**src/rtl/pvtc_pkg.sv**
```systemverilog
// shared types and constants for the projective vertex transform
package pvtc_pkg;
  localparam int FRAC = 16;
  localparam int CW = 32;
  localparam int EW = 32;
  localparam int AW = EW + CW + 2;
  localparam int NREG = 8;
  localparam int IDXW = 4;
  localparam int QDEPTH = 4;
  localparam int QPW = $clog2(QDEPTH);

  localparam logic [63:0] CFG_RESET [NREG] = '{
    64'h0000_0000_0001_0000, 64'h0, 64'h0001_0000_0000_0000, 64'h0,
    64'h0, 64'h0000_0000_0001_0000, 64'h0, 64'h0001_0000_0000_0000};

  typedef struct packed {
    logic signed [31:0] point_x;
    logic signed [31:0] point_y;
    logic signed [31:0] point_z;
  } point_t;

  typedef struct packed {
    logic signed [31:0] ndc_x;
    logic signed [31:0] ndc_y;
    logic signed [31:0] ndc_depth;
    logic               in_view;
    logic               w_invalid;
  } ndc_t;

  typedef struct packed {
    logic signed [AW-1:0] hx;
    logic signed [AW-1:0] hy;
    logic signed [AW-1:0] hz;
    logic signed [AW-1:0] hw;
  } hvec_t;

  typedef struct packed {
    logic push;
  } qctl_t;
endpackage

```
**src/rtl/pvtc_queue.sv**
```systemverilog
// short queue of homogeneous vectors between front and back
module pvtc_queue (
  input  logic            clk,
  input  logic            rst,
  input  pvtc_pkg::qctl_t qctl,
  input  pvtc_pkg::hvec_t wr_word,
  output logic            full,
  output logic            empty,
  input  logic            pop,
  output pvtc_pkg::hvec_t rd_word
);
  import pvtc_pkg::*;

  hvec_t mem [QDEPTH];
  logic [QPW-1:0] wp, rp;
  logic [QPW:0] cnt;

  assign full = cnt == (QPW+1)'(QDEPTH);
  assign empty = cnt == '0;
  assign rd_word = mem[rp];

  always_ff @(posedge clk) begin
    if (rst) begin
      wp <= '0;
      rp <= '0;
      cnt <= '0;
    end else begin
      if (qctl.push) wp <= wp + 1'b1;
      if (pop) rp <= rp + 1'b1;
      cnt <= cnt + (QPW+1)'(qctl.push) - (QPW+1)'(pop);
    end
  end

  always_ff @(posedge clk) begin
    if (qctl.push) mem[wp] <= wr_word;
  end
endmodule

```
**config.mk**
```make
export PLATFORM = sky130hd
export DESIGN_NAME = pvtc_queue
export DESIGN_NICKNAME = d
export VERILOG_FILES = /design/src/rtl/pvtc_pkg.sv /design/src/rtl/pvtc_queue.sv
export SDC_FILE = /design/constraint.sdc
export NUM_CORES = 1
export LEC_CHECK = 0
export BUFFER_PORTS_ARGS = -buffer_cell sky130_fd_sc_hd__clkbuf_2
export CAP_MARGIN = 20
export CORE_MARGIN = 4
export CORE_UTILIZATION = 57
export CTS_BUF_LIST = sky130_fd_sc_hd__clkbuf_8 sky130_fd_sc_hd__clkbuf_16
export DETAILED_ROUTE_END_ITERATION = 16
export GPL_ROUTABILITY_DRIVEN = 0
export PLACE_DENSITY_LB_ADDON = 0.2
export SKIP_LAST_GASP = 1
export SLEW_MARGIN = 40
export SYNTH_ARGS = -nofsm -noshare
export SYNTH_HDL_FRONTEND = slang
export SYNTH_SLANG_ARGS = --single-unit
```
**constraint.sdc**
```tcl
create_clock -name clk -period 9.68 [get_ports clk]
set_clock_uncertainty 0.15 [all_clocks]
set_input_delay 0 -clock clk [delete_from_list [all_inputs] [get_ports clk]]
set_output_delay 0 -clock clk [all_outputs]
set_load 0.01 [all_outputs]
```
# [Word level (Yosys, flattened, before mapping)]
# Memories as Yosys holds them, arrays and structs flattened. A register that Yosys moved wholly into a read port is not among the register bits.
# Index checks and enable logic that the tools add are counted.
[word_totals] wordCells=14 n_memories=1 register_bits=7 ramBits=1056 input_bits=268 output_inout_bits=266 romBits=0 latchBits=0
[classes] div_mod_pow=0 n_eq_ne=1 magnitude_cmp=0 add_sub_neg=4 bitwise_logic=0 mux=4 reduce_logical=1 multipliers=0 shifts=0
[mem_list] name="mem" depth=4 width=264 read_ports=1 rd_clocked_by_memory_dff=1 wr=1 line_no="pvtc_queue.sv:14" source="hvec_t mem [QDEPTH];"
[ops] cell="adder 2 x 1 -> 2 bit, second input constant" n=2
[ops] cell="two-way mux 2 bit" n=2
[ops] cell="adder 3 x 1 -> 3 bit" n=1
[ops] cell="== test 3 bit, second input constant" n=1
[ops] cell="zero test 3 bit" n=1
[ops] cell="subtractor 3 x 1 -> 3 bit" n=1
[ops] cell="two-way mux 1 bit" n=2

# [Logic depth before layout (Yosys ltp)]
# Gate-level depths: netlist of run 1.
[depth] depth_word=3 depth_mapped=7 ltp_nobuf=7

# [Worst setup path after synthesis of run 1]
# No wires, ideal clock.
[synth_path] kind="reg2reg" start="register wp[0]" end="memory mem[0][0] in the netlist's numbering, enable pin" n_path_buf=0 setup_ns=0.657 path_stages_with_launch=4 t_arrival_ns=6.524 period_less_slack_ns=7.331 path_slack_ns=2.349 t_required_ns=8.873 cell_sequence="dfxtp_1 > inv_1 > ha_1 > and2_1"
[synth_lines] item="start: declaration" line_no="pvtc_queue.sv:15" source="logic [QPW-1:0] wp, rp;"
[synth_lines] item="start signal: assignment" line_no="pvtc_queue.sv:28" source="if (qctl.push) wp <= wp + 1'b1;"
[synth_lines] item="end: declaration" line_no="pvtc_queue.sv:14"
# No word-level cell before the write port.

==> results.md, run 1 <==
* Die area at 72400 sq um
* Cell taking the most area after synthesis: edfxtp_1
* Register area share after synthesis at 0.821
* WP data required at about 9.5 ns
* Post-Syn Nets at 1696
* Routed len/inst at ~25 microns
* Die height at approximately 270 microns
* Crit path arrival time at approximately 3.9 ns
* Reg clk slew, reported paths at 0.06 ns
* Seq cells post-synth at between 1000 and 1500
* Die X at between 200 and 300 microns
* Post-CTS setup buffers at 0
* Tcrit/Tclk final at 0.422
* Initial DRC count at between 1500 and 2000
* Crit path max fanout at 60
* Cells after Synth at 1421
* Max-cap viol count at 0
* Nets at 2808
* Hold Vio Cnt, Final at 0
* Worst Setup End Kind: output port
* Fillers at approximately 3500
* DR pass1 iterations at 5
* Worst hold stages at 2
* Clock Sink Count at 1065
* # DRC at 0
* Cell area after synthesis at a little under 40000 sq um
* Finished Layout Cells at 3504
* Worst Hold Launch: wr_word[94]
* Max-slew headroom at 0.504
* Pins Over Slew Limit at 0
* CTS Buffer Depth at 3
* Switching part of the total at 0.225
* Cell variety after synth at 21
* RSZ-0062 raised after global routing: no
* Area grow syn2layout at 30.5%
* Top cells by area, synth: edfxtp_1 82%, mux4_2 15%, buf_12 1.5%
* # rows at 95
* Syn avg cell area at between 20 and 30 sq um
* Setup_tns at 0 ns
* Leak pwr at roughly 18 nW
* Largest net degree at the start of global routing at about 90
* Vias in the first global route at around 21000
* TritonCTS Buffers at just over 100
* # IOs at between 500 and 600
* H-tree levels at 3
* Initial Util at 0.576
* Reg power frac at 0.525
* Initial antenna violation count at 13
* Flop2flop setup slack at between 6 and 7 ns
* Final setup viols at 0
* Final Routed Wirelength at roughly 88 mm
* Status: completed
* Comb pwr share at 0.114
* Worst r2r dst: mem[3][101]
* IO Port Bufs at approximately 530
* Total GRT Usage at 0.242
* Antenna-violating nets left at 0
* HP Class: input port to flop
* Worst slew pin tran at 0.743 ns
* Vias per cell at about 5.6
* Fmax at 0.245 GHz
* P_int at between 7 and 8 mW
* Yosys top cell area share at 0.817
* Post-route minimum period at just over 4 ns
* Critical path launch point type: flop
* VDD IR max at between 0.15 and 0.2 mV
* Worst r2r src: wp[0]
* Worst r2r path cells at 4
* Root buffer cell: clkbuf_16
* Ys Warns at 0
* PD cells at 202 nW/um^2
* CP Class: flop to output port
* Via count at between 15000 and 20000
* Clock share of power at 0.361
* Core Region at between 60000 and 70000 sq um
* Psw at roughly 2.3 mW
* CTS tree: built
* Clock latency on the worst-skew pair at 0.64 ns
* DP HPWL at between 50 and 60 mm
* Cell Count Post-Placement at between 2000 and 3000
* Worst Hold End: mem[1][94]
* Share of post-route cells with drive strength above 1 at 0.369
* First-pass GRT wire length at between 100 and 150 mm
* Global route overflow at 0
-- through the flow --
stage | area, sq um | total power, mW | setup WS (ns) | utilization | hold slack (ns)
4_1_cts | 50500 | 10.3 | 5.28 | 0.750 | 0.00242
6_report | 50700 | 10.2 | 5.60 | 0.752 | 0.0302
2_1_floorplan | 38800 | 6.08 | 2.35 | - | -0.0784
5_1_grt | 50600 | 10.6 | 5.20 | 0.751 | 0.000292
3_5_place_dp | 42400 | 6.45 | 5.99 | 0.630 | 0.0690
3_3_place_gp | 42100 | 6.40 | 5.89 | 0.624 | 0.0631
-- cell usage after synthesis (all sizes together) --
| cell | count |
|---|---|
| nor2 | 5 |
| clkbuf | 3 |
| fa | 1 |
| and3 | 1 |
| nor3 | 1 |
| xor3 | 1 |
| a21oi | 1 |
| nand3b | 1 |
| inv | 6 |
| mux2i | 1 |
| xnor2 | 2 |
| buf | 56 |
| a21bo | 1 |
| nor2b | 2 |
| and2 | 4 |
| mux4 | 264 |
| dfxtp | 9 |
| ha | 6 |
| edfxtp | 1056 |
-- worst max-delay path by stage --
stage	end	from	slack [ns]	cells after the start
2_1_floorplan	mem[0][0]	wp[0]	2.35	3
3_3_place_gp	rd_word[131]	flop	5.89	4
3_5_place_dp	rd_word[186]	flop	5.99	6
4_1_cts	rd_word[177]	flop	5.28	6
5_1_grt	rd_word[187]	flop	5.20	7
6_report	rd_word[187]	flop	5.60	7
-- power by group through the flow --
| stage | clock network, mW | registers (mW) | logic, mW |
|---|---|---|---|
| final | 3.68 | 5.36 | 1.17 |
| after global routing | 3.96 | 5.37 | 1.24 |
| after CTS | 3.74 | 5.37 | 1.15 |
| after detailed placement | 0 | 5.46 | 0.981 |
| after global placement | 0 | 5.45 | 0.942 |
| after floorplan | 0 | 5.49 | 0.591 |
-- cell type report --
type                       count  area (sq um)  share of cell area
tap                          873          1090              0.0216
multi-input combinational    291          6190               0.122
inverter                       6          22.5            0.000445
sequential                  1065         31900               0.630
timing repair buffer        1066          8300               0.164
clock inverter                85           492             0.00971
antenna                       13          32.5            0.000642
clock buffer                 105          2630              0.0519
-- metal layers --
layer  up-vias  GRT usage  wire length [microns]
li1       8465          -                      -
met4        10     0.0906                   3210
met1     10236      0.312                  32000
met3       184     0.0680                   7470
met5         -          0                     64
met2       797      0.400                  45300
-- cell families after synthesis --
group	after synthesis	share of synthesized area
mux	265	0.153
simple gates	14	0.00193
xor+xnor	3	0.00106
fa+ha+maj	7	0.00245
compound gates	2	0.000387
flops	1065	0.821
buf+inv	65	0.0195
-- timing repair --
action / CTS / global route
hold buffers: 499 / 3
gates resized for setup: 0 / 0
endpoints found under the hold margin: 1202 / 12
-- cells in the final DEF, fill, tap and decap left out, drive strengths merged, types with 3 or more instances in the layout --
| cell type | netlist | final |
|---|---|---|
| clkinv | 0 | 48 |
| ha | 6 | 6 |
| mux4 | 264 | 264 |
| nor2 | 5 | 5 |
| buf | 56 | 31 |
| diode | 0 | 13 |
| and2 | 4 | 4 |
| clkbuf | 3 | 638 |
| dlygate4sd3 | 0 | 502 |
| bufinv | 0 | 3 |
| edfxtp | 1056 | 1056 |
| dfxtp | 9 | 9 |
| inv | 6 | 39 |
-- registers in the layout, indices dropped and copies added, names as in the netlist, named ones only --
signal,count
rp,2
cnt,3
mem,1056
wp,2
-- critical path: stages, from the launching register on --
cell	delay (ns)
dfxtp_4	0.53
buf_12	0.28
buf_12	0.18
buf_16	0.35
buf_16	0.38
buf_6	0.56
mux4_2	0.61
clkbuf_2	0.17
(Power assumes the default switching activity.)
==> run 2: changes to the inputs <==
- clock period: 9.68 -> 4.01 ns (I/O delays scaled with it)
==> run 2 against run 1 <==
Via count grew 1.1%. Worst hold slack lost 0.0028 ns. First-iteration DRC count grew 2.4%. Cell count grew 0.88%. Die area is the same. Register-to-register slack lost 4.9 ns. Highest routed layer unchanged.
==> results.md, run 2 (synthesis results as in run 1) <==
* Status: completed
* Crit path max fanout at 21
* Fin area at 50800 sq um
* Hold Vio Cnt, Final at 0
* RSZ-0062 raised after global routing: no
* Most frequent cells in the layout: 1056 x edfxtp_1, 533 x clkbuf_2, 510 x dlygate4sd3_1
* Initial Util at 0.576
* Initial antenna violation count at 19
* PD cells at 486 nW/um^2
* Max-slew headroom at 0.455
* Clock Sink Count at roughly 1100
* IO Port Bufs at around 530
* Routed len/inst at 25.1 microns
* Cell Count Post-Placement at 2816
* Vias per cell at between 5 and 6
* DP HPWL at about 50 mm
* Leak pwr at 17.7 nW
* Pins Over Slew Limit at 0
* Worst slew pin tran at between 0.8 and 0.9 ns
* Share of post-route cells with drive strength above 1 at 0.375
* Critical path buffers and inverters at 3
* Fillers at approximately 3500
* Max-cap viol count at 0
* Total GRT Usage at 0.246
* WP data required at between 3 and 4 ns
* Final setup viols at 0
* Clock latency on the worst-skew pair at around 0.63 ns
* Antenna-violating nets left at 0
* Hold Worst Slack at 0.0274 ns
* CP Class: flop to output port
* Final Routed Wirelength at slightly below 90 mm
* Tcrit/Tclk final at 0.709
* CTS tree: built
* VDD IR max at around 0.47 mV
* CP peak stage delay at around 0.6 ns
* Largest net degree at the start of global routing at between 80 and 90
* CTS Buffer Depth at 3
* Die height at between 200 and 300 microns
* TritonCTS Buffers at 103
* Family with the most delay on the worst path: buffers and inverters
* Largest regs: mem: 1056 flops, cnt: 3 flops
* Die X at between 200 and 300 microns
* Nets at 2834
* Total power at 24.7 mW
* H-tree levels at 3
* Critical path launch point type: flop
* # DRC at 0
* Post-CTS Resized at 0
* Largest reg by FF count: mem
* Global route overflow at 0
* First-pass GRT wire length at 132 mm
* Fmax at around 0.35 GHz
* Multi-input logic area at a little over 6000 sq um
* Setup_tns at 0 ns
* Worst Setup End Kind: output port
* Most common cell after layout, fill and taps aside: edfxtp_1
* Area grow syn2layout at 30.9%
* Placed cell area at about 42000 sq um
* Critical-path top delay cell: dfxtp_4
* Vias in the first global route at 21552
* Reg clk slew, reported paths at ~0.06 ns
* # rows at 95
* Crit path arrival time at approximately 2.7 ns
* DR pass1 iterations at 5
* Seq. cell area at 31900 sq um
* Die area at 72400 sq um
* Via count at ~20000
* Cell chain of the critical path: buf_12 > buf_4 > mux4_2 > clkbuf_2
* Post-route minimum period at roughly 2.8 ns
* # IOs at between 500 and 600
* Root buffer cell: clkbuf_16
* Initial DRC count at about 1700
* Core Region at a little under 70000 sq um
* Max reg flops at between 1000 and 1500
* HP Class: input port to flop
* Finished Layout Cells at 3535
run 2: cell types whose count changed in the layout (fill, tap and decap cells not counted), sizes merged:
cell | before | now
buf | 31 | 49
dlygate4sd3 | 502 | 510
clkinvlp | 1 | 4
diode | 13 | 17
clkinv | 48 | 54
inv | 39 | 31
run 2: timing repair:
item,4_1_cts,5_1_grt
buffers inserted,0,0
hold endpoints to repair,1089,1
hold buffers,509,1
run 2: path summary, 6_finish.rpt:
kind                     from  cells past startpoint  slack [ns]           to
setup / recovery         flop                      4        1.17  rd_word[48]
hold / removal    wr_word[65]                      2        0.03   mem[3][65]
setup reg to reg        wp[0]                      4        1.67  mem[2][177]
hold reg to reg         rp[0]                      2        0.39         flop
run 2: final cells by class:
cell class / count / area share
Tap cell: 873 / 0.0215
Antenna cell: 17 / 0.000837
Clock inverter: 86 / 0.0102
Timing Repair Buffer: 1092 / 0.166
Clock buffer: 105 / 0.0517
Multi-Input combinational cell: 291 / 0.122
Inverter: 6 / 0.000443
Sequential cell: 1065 / 0.628
run 2: power by group:
| group | leakage [nW] | internal [mW] | switching [mW] | total [mW] |
|---|---|---|---|---|
| clock | 1.63 | 4.94 | 4.00 | 8.94 |
| sequential | 9.77 | 12.8 | 0.143 | 12.9 |
| combinational | 6.26 | 1.38 | 1.45 | 2.83 |
run 2: worst register-to-register path, delay by kind of cell (launching register included):
kind | cells | cell delay [ns]
adder cells (fa/ha/maj) | 1 | 0.16
buffers and inverters | 2 | 0.57
AND/OR/NAND/NOR | 1 | 0.63
flip-flops | 1 | 0.35
run 2: per-stage QoR:
step / util / worst slack [ns]
2_1_floorplan: - / 1.03
6_report: 0.754 / 1.17
5_1_grt: 0.754 / 0.986
4_1_cts: 0.753 / 0.953
3_5_place_dp: 0.631 / 1.64
3_3_place_gp: 0.630 / 1.67
run 2: metal layers:
| metal | global-route usage | up-vias | wire (microns) |
|---|---|---|---|
| met5 | 0 | - | 59 |
| li1 | - | 8506 | - |
| met1 | 0.312 | 10328 | 32000 |
| met2 | 0.412 | 869 | 45800 |
| met4 | 0.0899 | 10 | 3060 |
| met3 | 0.0693 | 190 | 7770 |
==> run 3: changes to the inputs <==
- CORE_UTILIZATION: 57 -> 51
- clock period: 4.01 -> 2.6 ns (I/O delays scaled with it)
==> run 3 against run 2 <==
Register-to-register slack got worse by 1.4 ns. Global-route usage decreased by 3.1 points. Highest routed layer unchanged. Largest cell class unchanged. Total power increased by 55%. Sequential share of layout area decreased by 0.92 points. Critical endpoint is now rd_word[148].
==> results.md, run 3 (synthesis results as in run 1) <==
* Most frequent cells in the layout: 1056 x edfxtp_1, 533 x clkbuf_2, 525 x dlygate4sd3_1
* Hold Vio Cnt, Final at 0
* Multi-input logic area at about 6200 sq um
* Final setup viols at 0
* Max-cap viol count at 0
* Critical path launch point type: flop
* Tcrit/Tclk final at 0.956
* Worst Setup End Kind: output port
* Crit path top cell by count: buf_12
* VDD IR max at around 0.76 mV
* # DRC at 0
* Die height at approximately 280 microns
* CP peak stage delay at approximately 0.59 ns
* Crit path max fanout at 34
* CTS Buffer Depth at 3
* Post-route minimum period at approximately 2.5 ns
* Seq. cell area at 31900 sq um
* Critical-path top delay cell: mux4_2
* Die area at slightly above 80000 sq um
* Max-slew headroom at 0.602
* WP data required at between 2 and 2.5 ns
* HP Class: input port to flop
* Initial DRC count at ~1400
* Largest regs: mem: 1056 flops, cnt: 3 flops
* Finished Layout Cells at around 3700
* H-tree levels at 3
* Reg clk slew, reported paths at around 0.06 ns
* Antenna-violating nets left at 0
* Critical path buffers and inverters at 3
* CP Capture Point: rd_word[148]
* Status: completed
* Total GRT Usage at 0.214
* Via count at between 15000 and 20000
* Initial Util at 0.518
* Root buffer cell: clkbuf_16
* Setup_tns at 0 ns
* RSZ-0062 raised after global routing: yes
* Fmax at just over 0.4 GHz
* Global route overflow at 0
* Post-CTS setup buffers at 0
* Area grow syn2layout at 32.8%
* Core Region at around 75000 sq um
* Clock Sink Count at about 1100
* Total power at between 30 and 40 mW
* Fin area at around 52000 sq um
* PD cells at 745 nW/um^2
* Nets at around 2900
* Flop2flop setup slack at approximately 0.24 ns
* Pins Over Slew Limit at 0
* Clock latency on the worst-skew pair at approximately 0.64 ns
* # rows at 100
* DP HPWL at 52.7 mm
* Routed len/inst at around 23 microns
* Placed cell area at 43000 sq um
* First-pass GRT wire length at about 130 mm
* Max reg flops at about 1100
* Family with the most delay on the worst path: buffers and inverters
* Worst r2r path cells at 8
* Worst r2r src: cnt[0]
* TritonCTS Buffers at around 110
* Share of post-route cells with drive strength above 1 at 0.378
* Cell Count Post-Placement at between 2000 and 3000
* IO Port Bufs at about 530
* Worst slew pin tran at 0.597 ns
* Largest reg by FF count: mem
* CTS tree: built
* Die X at about 280 microns
* Leak pwr at approximately 18 nW
* Most common cell after layout, fill and taps aside: edfxtp_1
* Crit path arrival time at about 2.3 ns
* Worst r2r dst: cnt[2]
* Largest net degree at the start of global routing at between 80 and 90
* Cell chain of the critical path: buf_12 > buf_12 > mux4_2 > clkbuf_2
* Vias per cell at between 5 and 6
* Initial antenna violation count at 15
* Fillers at ~4600
* Final Routed Wirelength at about 86 mm
* # IOs at 534
* DR pass1 iterations at 5
* CP Class: flop to output port
* Crit. path cell count at 4
* Vias in the first global route at 21451
==> run 3: metal layers <==
layer / GRT usage / routed length (microns) / up-vias
met3: 0.0609 / 6510 / 155
li1: - / - / 8599
met1: 0.269 / 32200 / 10254
met4: 0.0621 / 2360 / 10
met2: 0.369 / 44800 / 667
met5: 0 / 55 / -
==> run 3: power breakdown <==
group | total, mW | internal, mW | switching (mW) | leakage [nW]
Clock | 14.1 | 7.95 | 6.11 | 1.70
Sequential | 19.9 | 19.7 | 0.181 | 9.78
Combinational | 4.42 | 2.19 | 2.23 | 6.49
==> run 3: layout make-up <==
type | instances | area share
sequential | 1065 | 0.619
timing repair buffer | 1130 | 0.174
multi-input combinational | 291 | 0.120
clock buffer | 107 | 0.0519
tap | 969 | 0.0235
clock inverter | 86 | 0.0112
antenna | 14 | 0.000679
inverter | 6 | 0.000437
==> run 3: through the flow <==
step	hold slack, ns	utilization	setup slack, ns
2_1_floorplan	-0.0850	-	-0.345
3_3_place_gp	0.0619	0.574	0.589
3_5_place_dp	0.0693	0.574	0.605
4_1_cts	0.000596	0.687	0.00374
5_1_grt	0.00478	0.688	-0.0247
6_report	0.0186	0.688	0.115
==> run 3: repair_timing <==
item	CTS	global route
hold buffers	523	2
gates resized for setup	2	3
gates cloned	0	0
hold endpoints to repair	1118	8
endpoints found under the setup margin	3	56
==> run 3: worst min path at each step <==
stage                            start          end  cells after the start
after floorplan                    rst        wp[0]                      1
after global placement    wr_word[157]  mem[2][157]                      1
after detailed placement  wr_word[163]  mem[1][163]                      1
after CTS                 wr_word[204]  mem[3][204]                      2
after global routing       wr_word[64]   mem[1][64]                      2
final                      wr_word[41]   mem[2][41]                      2
